==> src/rtl/bdq_pkg.sv <==
package bdq_pkg;

  localparam int DATA_W = 32;
  localparam int OUT_CNT_W = 7;

  // operation codes after classification
  localparam logic [2:0] OP_INS_FRONT = 3'd0;
  localparam logic [2:0] OP_INS_BACK  = 3'd1;
  localparam logic [2:0] OP_POP_FRONT = 3'd2;
  localparam logic [2:0] OP_POP_BACK  = 3'd3;
  localparam logic [2:0] OP_DEL_FIRST = 3'd4;
  localparam logic [2:0] OP_DEL_ALL   = 3'd5;
  localparam logic [2:0] OP_PEEK      = 3'd6;

  // status codes
  localparam logic [1:0] ST_OK    = 2'd0;
  localparam logic [1:0] ST_EMPTY = 2'd1;
  localparam logic [1:0] ST_FULL  = 2'd2;

  localparam logic [DATA_W-1:0] NONE_VALUE = '1;

  typedef struct packed {
    logic [2:0]        op;
    logic [DATA_W-1:0] key;
  } cmd_t;

endpackage

==> src/rtl/bdq_front.sv <==
module bdq_front (
  input  logic                              clk,
  input  logic                              rst_n,
  input  logic                              start,
  output logic                              busy,
  input  logic [2:0]                        in_mode,
  input  logic signed [bdq_pkg::DATA_W-1:0] in_key,
  output logic                              cmd_valid,
  output bdq_pkg::cmd_t                     cmd,
  input  logic                              cmd_take
);
  import bdq_pkg::*;

  localparam logic [2:0] MODE_INS_FRONT = 3'd0;
  localparam logic [2:0] MODE_INS_BACK  = 3'd1;
  localparam logic [2:0] MODE_POP_FRONT = 3'd2;
  localparam logic [2:0] MODE_POP_BACK  = 3'd3;
  localparam logic [2:0] MODE_DEL_FIRST = 3'd4;
  localparam logic [2:0] MODE_DEL_ALL   = 3'd5;

  cmd_t       q_r [2];
  logic       head_r, head_nxt;
  logic [1:0] fill_r, fill_nxt;
  logic       push, pop;
  logic       tail;
  cmd_t       in_cmd;

  // classify the incoming word; unused codes behave as a peek
  always_comb begin
    in_cmd.key = in_key;
    unique case (in_mode)
      MODE_INS_FRONT: in_cmd.op = OP_INS_FRONT;
      MODE_INS_BACK:  in_cmd.op = OP_INS_BACK;
      MODE_POP_FRONT: in_cmd.op = OP_POP_FRONT;
      MODE_POP_BACK:  in_cmd.op = OP_POP_BACK;
      MODE_DEL_FIRST: in_cmd.op = OP_DEL_FIRST;
      MODE_DEL_ALL:   in_cmd.op = OP_DEL_ALL;
      default:        in_cmd.op = OP_PEEK;
    endcase
  end

  // two-entry command queue
  assign busy      = (fill_r == 2'd2);
  assign cmd_valid = (fill_r != 2'd0);
  assign cmd       = q_r[head_r];
  assign push      = start && !busy;
  assign pop       = cmd_take && cmd_valid;
  assign tail      = head_r ^ (fill_r == 2'd1);

  always_comb begin
    head_nxt = pop ? ~head_r : head_r;
    fill_nxt = fill_r + {1'b0, push} - {1'b0, pop};
  end

  always_ff @(posedge clk) begin
    if (!rst_n) begin
      head_r <= 1'b0;
      fill_r <= 2'd0;
    end else begin
      head_r <= head_nxt;
      fill_r <= fill_nxt;
    end
  end

  // payload slots
  always_ff @(posedge clk) begin
    if (push) begin
      q_r[tail] <= in_cmd;
    end
  end

endmodule

==> src/rtl/bdq_back.sv <==
module bdq_back #(
  parameter int CAPACITY = 64
) (
  input  logic                                 clk,
  input  logic                                 rst_n,
  input  logic                                 cmd_valid,
  input  bdq_pkg::cmd_t                        cmd,
  output logic                                 cmd_take,
  output logic                                 out_valid,
  output logic [1:0]                           out_status,
  output logic signed [bdq_pkg::DATA_W-1:0]    out_removed_value,
  output logic [bdq_pkg::OUT_CNT_W-1:0]        out_removed_count,
  output logic signed [bdq_pkg::DATA_W-1:0]    out_front_value,
  output logic signed [bdq_pkg::DATA_W-1:0]    out_back_value,
  output logic [bdq_pkg::OUT_CNT_W-1:0]        out_entry_count
);
  import bdq_pkg::*;

  localparam int IDX_W = (CAPACITY > 1) ? $clog2(CAPACITY) : 1;
  localparam int CNT_W = $clog2(CAPACITY + 1);
  localparam logic [IDX_W-1:0] LAST_IDX = IDX_W'(CAPACITY - 1);
  localparam logic [CNT_W-1:0] FULL_CNT = CNT_W'(CAPACITY);

  localparam logic [1:0] S_OP   = 2'd0;
  localparam logic [1:0] S_WALK = 2'd1;
  localparam logic [1:0] S_RD   = 2'd2;

  logic [DATA_W-1:0] mem [CAPACITY];

  logic [1:0]        state_r, state_nxt;
  logic [IDX_W-1:0]  front_r, front_nxt;
  logic [CNT_W-1:0]  count_r, count_nxt;
  logic [2:0]        op_r, op_nxt;
  logic [DATA_W-1:0] key_r, key_nxt;
  logic [1:0]        status_r, status_nxt;
  logic [DATA_W-1:0] rm_val_r, rm_val_nxt;
  logic [CNT_W-1:0]  rm_cnt_r, rm_cnt_nxt;
  logic [CNT_W-1:0]  rd_pos_r, rd_pos_nxt;
  logic [CNT_W-1:0]  wr_pos_r, wr_pos_nxt;
  logic              pend_r, pend_nxt;
  logic              found_r, found_nxt;
  logic              valid_r, valid_nxt;

  logic              mem_we;
  logic [IDX_W-1:0]  mem_waddr;
  logic [DATA_W-1:0] mem_wdata;
  logic              rd_a_en, rd_b_en;
  logic [IDX_W-1:0]  rd_a_addr, rd_b_addr;
  logic [DATA_W-1:0] rd_a_q, rd_b_q;

  logic [IDX_W-1:0]  front_dec, front_inc;
  logic [CNT_W-1:0]  back_pos;
  logic              is_full, is_empty, drop;

  // physical slot of a logical position below twice the capacity
  function automatic logic [IDX_W-1:0] slot_of(input logic [IDX_W-1:0] base,
                                              input logic [CNT_W-1:0] pos);
    logic [CNT_W+1:0] sum;
    sum = {{(CNT_W+2-IDX_W){1'b0}}, base} + {2'b00, pos};
    if (sum >= (CNT_W+2)'(CAPACITY)) begin
      sum = sum - (CNT_W+2)'(CAPACITY);
    end
    return sum[IDX_W-1:0];
  endfunction

  assign is_full   = (count_r == FULL_CNT);
  assign is_empty  = (count_r == '0);
  assign front_dec = (front_r == '0) ? LAST_IDX : front_r - 1'b1;
  assign front_inc = (front_r == LAST_IDX) ? '0 : front_r + 1'b1;
  assign back_pos  = is_empty ? '0 : count_r - 1'b1;
  assign drop      = (rd_a_q == key_r) && ((op_r == OP_DEL_ALL) || !found_r);

  // sequencer: operate, walk for key deletes, read back front and back
  always_comb begin
    state_nxt  = state_r;
    front_nxt  = front_r;
    count_nxt  = count_r;
    op_nxt     = op_r;
    key_nxt    = key_r;
    status_nxt = status_r;
    rm_val_nxt = rm_val_r;
    rm_cnt_nxt = rm_cnt_r;
    rd_pos_nxt = rd_pos_r;
    wr_pos_nxt = wr_pos_r;
    pend_nxt   = pend_r;
    found_nxt  = found_r;
    valid_nxt  = 1'b0;
    cmd_take   = 1'b0;
    mem_we     = 1'b0;
    mem_waddr  = slot_of(front_r, wr_pos_r);
    mem_wdata  = rd_a_q;
    rd_a_en    = 1'b0;
    rd_b_en    = 1'b0;
    rd_a_addr  = slot_of(front_r, rd_pos_r);
    rd_b_addr  = slot_of(front_r, back_pos);
    unique case (state_r)
      S_OP: begin
        if (cmd_valid) begin
          cmd_take   = 1'b1;
          op_nxt     = cmd.op;
          key_nxt    = cmd.key;
          status_nxt = ST_OK;
          rm_val_nxt = NONE_VALUE;
          rm_cnt_nxt = '0;
          state_nxt  = S_RD;
          unique case (cmd.op)
            OP_INS_FRONT: begin
              if (is_full) begin
                status_nxt = ST_FULL;
              end else begin
                mem_we    = 1'b1;
                mem_waddr = front_dec;
                mem_wdata = cmd.key;
                front_nxt = front_dec;
                count_nxt = count_r + 1'b1;
              end
            end
            OP_INS_BACK: begin
              if (is_full) begin
                status_nxt = ST_FULL;
              end else begin
                mem_we    = 1'b1;
                mem_waddr = slot_of(front_r, count_r);
                mem_wdata = cmd.key;
                count_nxt = count_r + 1'b1;
              end
            end
            OP_POP_FRONT: begin
              if (is_empty) begin
                status_nxt = ST_EMPTY;
              end else begin
                rm_val_nxt = rd_a_q;
                rm_cnt_nxt = CNT_W'(1);
                front_nxt  = front_inc;
                count_nxt  = count_r - 1'b1;
              end
            end
            OP_POP_BACK: begin
              if (is_empty) begin
                status_nxt = ST_EMPTY;
              end else begin
                rm_val_nxt = rd_b_q;
                rm_cnt_nxt = CNT_W'(1);
                count_nxt  = count_r - 1'b1;
              end
            end
            OP_DEL_FIRST, OP_DEL_ALL: begin
              if (!is_empty) begin
                rd_pos_nxt = '0;
                wr_pos_nxt = '0;
                pend_nxt   = 1'b0;
                found_nxt  = 1'b0;
                state_nxt  = S_WALK;
              end
            end
            default: begin
              if (is_empty) begin
                status_nxt = ST_EMPTY;
              end
            end
          endcase
        end
      end
      S_WALK: begin
        // read one entry a cycle, write back the kept ones compacted
        if (rd_pos_r != count_r) begin
          rd_a_en    = 1'b1;
          rd_pos_nxt = rd_pos_r + 1'b1;
          pend_nxt   = 1'b1;
        end else begin
          pend_nxt = 1'b0;
        end
        if (pend_r) begin
          if (drop) begin
            found_nxt = 1'b1;
          end else begin
            mem_we     = 1'b1;
            wr_pos_nxt = wr_pos_r + 1'b1;
          end
        end else if (rd_pos_r == count_r) begin
          count_nxt  = wr_pos_r;
          rm_cnt_nxt = count_r - wr_pos_r;
          rm_val_nxt = (count_r != wr_pos_r) ? key_r : NONE_VALUE;
          state_nxt  = S_RD;
        end
      end
      S_RD: begin
        rd_a_en   = 1'b1;
        rd_b_en   = 1'b1;
        rd_a_addr = front_r;
        valid_nxt = 1'b1;
        state_nxt = S_OP;
      end
      default: begin
        state_nxt = S_OP;
      end
    endcase
  end

  always_ff @(posedge clk) begin
    if (!rst_n) begin
      state_r <= S_OP;
      front_r <= '0;
      count_r <= '0;
      valid_r <= 1'b0;
      pend_r  <= 1'b0;
      found_r <= 1'b0;
    end else begin
      state_r <= state_nxt;
      front_r <= front_nxt;
      count_r <= count_nxt;
      valid_r <= valid_nxt;
      pend_r  <= pend_nxt;
      found_r <= found_nxt;
    end
  end

  // working payload
  always_ff @(posedge clk) begin
    op_r     <= op_nxt;
    key_r    <= key_nxt;
    status_r <= status_nxt;
    rm_val_r <= rm_val_nxt;
    rm_cnt_r <= rm_cnt_nxt;
    rd_pos_r <= rd_pos_nxt;
    wr_pos_r <= wr_pos_nxt;
  end

  // value store, one write and two registered reads
  always_ff @(posedge clk) begin
    if (mem_we) begin
      mem[mem_waddr] <= mem_wdata;
    end
    if (rd_a_en) begin
      rd_a_q <= mem[rd_a_addr];
    end
    if (rd_b_en) begin
      rd_b_q <= mem[rd_b_addr];
    end
  end

  // result word, stable for the strobe cycle
  assign out_valid         = valid_r;
  assign out_status        = status_r;
  assign out_removed_value = rm_val_r;
  assign out_removed_count = OUT_CNT_W'(rm_cnt_r);
  assign out_front_value   = is_empty ? NONE_VALUE : rd_a_q;
  assign out_back_value    = is_empty ? NONE_VALUE : rd_b_q;
  assign out_entry_count   = OUT_CNT_W'(count_r);

endmodule

==> src/rtl/bounded_deque_with_key_delete.sv <==
// Bounded double-ended queue of signed 32-bit values with delete by key.
// Command channel: drive in_mode and in_key with start high; the word is
// taken at a rising edge where start is high and busy is low. A two-word
// command queue sits in front of the execution engine, so busy only rises
// when two words are waiting.
// Result channel: out_valid is high for exactly one cycle per command with
// status, removed value and count, front and back values and entry count.
// The receiver cannot stall the result; it must take it in that cycle.
// An end insert, pop or peek reaching an idle engine passes an operate state
// and a read-back of front and back before its result is registered; the
// engine takes the next command only after that read-back.
// Key deletes on a non-empty store walk it one entry per cycle through the
// single walk read port and then read back front and back; on an
// empty store they go straight to the read-back like a peek.
// Reset (synchronous, rst_n low) empties the queue and the command queue;
// store contents are not cleared; an empty store shows no front or back value.
module bounded_deque_with_key_delete #(
  parameter int CAPACITY = 64
) (
  input  logic                                 clk,
  input  logic                                 rst_n,
  input  logic                                 start,
  output logic                                 busy,
  input  logic [2:0]                           in_mode,
  input  logic signed [bdq_pkg::DATA_W-1:0]    in_key,
  output logic                                 out_valid,
  output logic [1:0]                           out_status,
  output logic signed [bdq_pkg::DATA_W-1:0]    out_removed_value,
  output logic [bdq_pkg::OUT_CNT_W-1:0]        out_removed_count,
  output logic signed [bdq_pkg::DATA_W-1:0]    out_front_value,
  output logic signed [bdq_pkg::DATA_W-1:0]    out_back_value,
  output logic [bdq_pkg::OUT_CNT_W-1:0]        out_entry_count
);
  import bdq_pkg::*;

  logic cmd_valid;
  logic cmd_take;
  cmd_t cmd;

  // command intake and classification
  bdq_front u_front (
    .clk       (clk),
    .rst_n     (rst_n),
    .start     (start),
    .busy      (busy),
    .in_mode   (in_mode),
    .in_key    (in_key),
    .cmd_valid (cmd_valid),
    .cmd       (cmd),
    .cmd_take  (cmd_take)
  );

  // execution engine with the value store
  bdq_back #(
    .CAPACITY (CAPACITY)
  ) u_back (
    .clk               (clk),
    .rst_n             (rst_n),
    .cmd_valid         (cmd_valid),
    .cmd               (cmd),
    .cmd_take          (cmd_take),
    .out_valid         (out_valid),
    .out_status        (out_status),
    .out_removed_value (out_removed_value),
    .out_removed_count (out_removed_count),
    .out_front_value   (out_front_value),
    .out_back_value    (out_back_value),
    .out_entry_count   (out_entry_count)
  );

  // results never come in back-to-back cycles
  a_result_spacing: assert property (@(posedge clk) disable iff (!rst_n)
    out_valid |=> !out_valid)
    else $error("result strobe in two consecutive cycles");

  // a rejected insert removes nothing and leaves the store full
  a_full_result: assert property (@(posedge clk) disable iff (!rst_n)
    (out_valid && out_status == ST_FULL) |->
      (out_removed_count == '0 && out_entry_count == OUT_CNT_W'(CAPACITY)))
    else $error("full status with inconsistent counts");

  // an empty result shows no front or back and removes nothing
  a_empty_result: assert property (@(posedge clk) disable iff (!rst_n)
    (out_valid && out_status == ST_EMPTY) |->
      (out_front_value == -32'sd1 && out_back_value == -32'sd1 &&
       out_removed_count == '0 && out_entry_count == '0))
    else $error("empty status with stale contents");

  // the command queue is open right after reset
  a_reset_open: assert property (@(posedge clk)
    (rst_n && $past(!rst_n)) |-> !busy)
    else $error("busy right after reset");

endmodule
==> config.mk <==
export PLATFORM = sky130hd
export DESIGN_NAME = bounded_deque_with_key_delete
export DESIGN_NICKNAME = d
export VERILOG_FILES = /design/src/rtl/bdq_pkg.sv /design/src/rtl/bdq_front.sv /design/src/rtl/bdq_back.sv /design/src/rtl/bounded_deque_with_key_delete.sv
export SDC_FILE = /design/constraint.sdc
export NUM_CORES = 2
export LEC_CHECK = 0
export ABC_AREA = 1
export BUFFER_PORTS_ARGS = -buffer_cell sky130_fd_sc_hd__buf_2
export CELL_PAD_IN_SITES_DETAIL_PLACEMENT = 1
export CELL_PAD_IN_SITES_GLOBAL_PLACEMENT = 2
export CORE_UTILIZATION = 40
export DETAILED_ROUTE_END_ITERATION = 10
export PLACE_DENSITY = 0.86
export SYNTH_ARGS = -nofsm -noshare
export SYNTH_HDL_FRONTEND = slang
export SYNTH_SLANG_ARGS = --single-unit
==> constraint.sdc <==
create_clock -name clk -period 11.6 [get_ports clk]
set_input_delay 0.58 -clock clk [delete_from_list [all_inputs] [get_ports clk]]
set_output_delay 0.58 -clock clk [all_outputs]
set_load 0.02 [all_outputs]
==> metrics.md <==
| Metric | Value |
|---|---|
| Drt total wl | `526,400 µm` |
| DP HPWL | `288,300 µm` |
| R2r setup slk | `5.09 ns` |
| Initial core utilization | `0.4031` |
| TritonCTS clock tree | `yes` |
| Vias in the first global route | `105.9k` |
| Root buf cell | `clkbuf_16` |
| CTS Buffer Depth | `4` |
| Worst-Margin Slew | `between 1 and 1.5 ns` |
| Unique masters post-synth | `51` |
| Initial antenna violation count | `38` |
| Non-Filler Instances | `18.78k` |
| Max-cap check violation count | `0` |
| Final-report max-slew violation count | `0` |
| Storage element area | `68,670 µm²` |
| Die height | `~560 µm` |
| Multi-input gate area | `42,680 µm²` |
| Largest net degree at the start of global routing | `190` |
| Tcrit/Tclk final | `0.5615` |
| Top fanout value on the critical path | `121` |
| Startpoint Class | `flip-flop` |
| RD Place Congestion | `0.8630` |
| Final ANT Viol Nets | `0` |
| Top FF cell, synth | `edfxtp_1` |
| Cells after DPL | `18.24k` |
| RSZ-0062 raised after global routing | `no` |
| Remaining global-route overflow | `0` |
| Critical Path AT | `approximately 7.2 ns` |
| Syn Inst Count | `~15k` |
| FFs w/ async S/R, synth | `0` |
| # DRC | `0` |
| TritonCTS buffer count | `275` |
| Hold Crit Class | `input port to flip-flop` |
| Layout net count | `~15k` |
| Seq/Total Area, Yosys | `0.5607` |
| Die area | `308,400 µm²` |
| Worst clock skew | `between 0.07 and 0.08 ns` |
| Die width | `555.3 µm` |
| Commonest non-fill, non-tap cells in the layout | `4,897 x nand2_1, 2,272 x edfxtp_1, 2,046 x inv_1` |
| First-pass iteration count of the detailed router | `5` |
| Commonest non-fill, non-tap cell in the layout | `nand2_1` |
| Setup_tns | `0 ns` |
| Top-level port count | `152` |
| Post-DR wirelength/cell | `about 28 µm` |
| Share of cells above drive strength 1 | `0.06635` |
| Synth Cell Area | `122,500 µm²` |
| Post-synth EDFFs | `roughly 2.3k` |
| Hold_sp | `in_mode[0]` |
| Number of fillers in the final layout | `36.00k` |
| Reg clk slew, reported paths | `0.06 ns` |
| # H-tree levels | `5` |
| Max Clk Rate | `~0.15 GHz` |
| Yosys reg bits | `2,294` |
| Slew headroom | `0.04552` |
| Synth-to-layout area growth | `11.17%` |
| Setup bufs post-CTS | `0` |
| Routed vias/inst | `5.728` |
| Crit path capture type | `flip-flop` |
| IO Port Bufs | `151` |
| Post-layout min period | `6.513 ns` |
| Core area | `303,800 µm²` |
| WS Path Type | `flip-flop to flip-flop` |
| Critical Path RT | `about 12 ns` |
| Number of DRC markers in iteration 0 | `12.69k` |
| Global-route wire length before repair | `roughly 750,000 µm` |
| Row count | `around 200` |
| Ys Warns | `0` |
| Total Routing Usage GR | `0.3345` |
| Worst r2r src | `u_back.out_entry_count[1]$_SDFFE_PN0P_` |
| Skew-Pair Late Insertion Delay | `0.94 ns` |
| Status | `completed` |
| Fin. Hold Viols | `0` |
| Worst setup path start | `u_back.out_entry_count[1]$_SDFFE_PN0P_` |
| Clock Sinks | `between 2k and 2.5k` |
| Finish-stage setup viols | `0` |
| Syn_nets | `14.80k` |
| Syn Area/Cell | `around 8.3 µm²` |
| Vias | `107.6k` |
## critical path: stages, from the launching register on
cell,delay (ns)
dfxtp_1,0.38
inv_1,0.22
ha_1,0.26
nand2_1,0.07
nor2_1,0.16
nand3_2,0.11
inv_2,0.56
nor2_1,0.16
ha_4,0.21
fa_4,1.17
buf_4,0.59
buf_4,0.52
buf_12,0.60
a21oi_1,0.08
o21ai_0,0.15
nand2_1,0.10
nand2_1,0.07
nand3_1,0.09
nand3_1,0.13
nand2_1,0.17
nand2_1,0.18
nand2_1,0.07
## per-stage QoR
step	setup WS (ns)	utilization	cell area, µm²	hold WS [ns]
detailed placement	5.215	0.4187	127200	0.4838
global route	4.833	0.4481	136100	0.07733
floorplan	6.709	-	122500	0.4405
global placement	5.366	0.4187	127200	0.4819
finish	5.087	0.4482	136200	0.07666
CTS	5.192	0.4480	136100	0.02958
## sequential cells by signal, summed over array words and instances, names as in the netlist, 2 cells and up, named ones only
register and cells:
u_back.front_r 6, u_back.key_r 32, u_back.mem 2048, u_back.op_r 3, u_back.out_entry_count 7, u_back.out_removed_count 7, u_back.out_removed_value 32, u_back.out_status 2
u_back.rd_a_q 32, u_back.rd_b_q 32, u_back.rd_pos_r 7, u_back.state_r 2, u_back.wr_pos_r 7, u_front.fill_r 2, u_front.q_r 70
## layout make-up
| cell class | count | area share |
|---|---|---|
| Antenna cell | 24 | 0.0004411 |
| Clock buffer | 352 | 0.05383 |
| Clock inverter | 137 | 0.008887 |
| Inverter | 2070 | 0.05751 |
| Multi-Input combinational cell | 9402 | 0.3135 |
| Sequential cell | 2294 | 0.5043 |
| Tap cell | 4080 | 0.03749 |
| Timing Repair Buffer | 424 | 0.02399 |
## layer usage
metal | wire (µm) | GRT usage | up-vias
li1 | - | - | 47527
met1 | 214900 | 0.4464 | 53886
met2 | 234800 | 0.5247 | 5055
met3 | 50150 | 0.06592 | 1110
met4 | 26520 | 0.1514 | 10
met5 | 57 | 0 | -
## path summary, 6_finish.rpt
path | to | cells past startpoint
max | u_back.rd_b_q[20]$_DFFE_PP_ | 21
min | u_front.q_r[1][32]$_DFFE_PP_ | 2
max reg2reg | u_back.rd_b_q[20]$_DFFE_PP_ | 21
min reg2reg | u_back.state_r[0]$_SDFFE_PN0P_ | 2
## repair_timing
| action | CTS | global route |
|---|---|---|
| hold endpoints to repair | 68 | 0 |
| resized for setup | 0 | 0 |
| hold buffers | 34 | 0 |
## Yosys cell counts (32+ instances only)
library cell / count / area share
a21oi_1: 1047 / 0.043
edfxtp_1: 2272 / 0.56
nand3_1: 1646 / 0.067
inv_1: 2054 / 0.063
o22ai_1: 32 / 0.0016
buf_2: 485 / 0.020
nand3b_1: 38 / 0.0023
o21ai_0: 1101 / 0.045
or2_2: 34 / 0.0017
nor2_1: 292 / 0.0089
nand2_1: 4903 / 0.15
clkbuf_1: 305 / 0.0093
o21ai_1: 128 / 0.0052
buf_1: 115 / 0.0035
ha_1: 38 / 0.0039
## kinds of logic (layout without fill, tap and decap cells)
| logic type | count (synthesis) | count (layout) | synth area share |
|---|---|---|---|
| AO/OA/AOI/OAI | 2338 | 2338 | 0.09667 |
| XOR/XNOR | 47 | 47 | 0.003361 |
| adder cells (fa/ha/maj) | 43 | 43 | 0.004700 |
| buffers and inverters | 3019 | 2983 | 0.09927 |
| flip-flops | 2294 | 2294 | 0.5607 |
| other | 0 | 24 | 0 |
| AND/OR/NAND/NOR | 6974 | 6974 | 0.2353 |
Power is not shown: default switching activity piles up to over one toggle a cycle in this logic, so the estimate is an artifact.
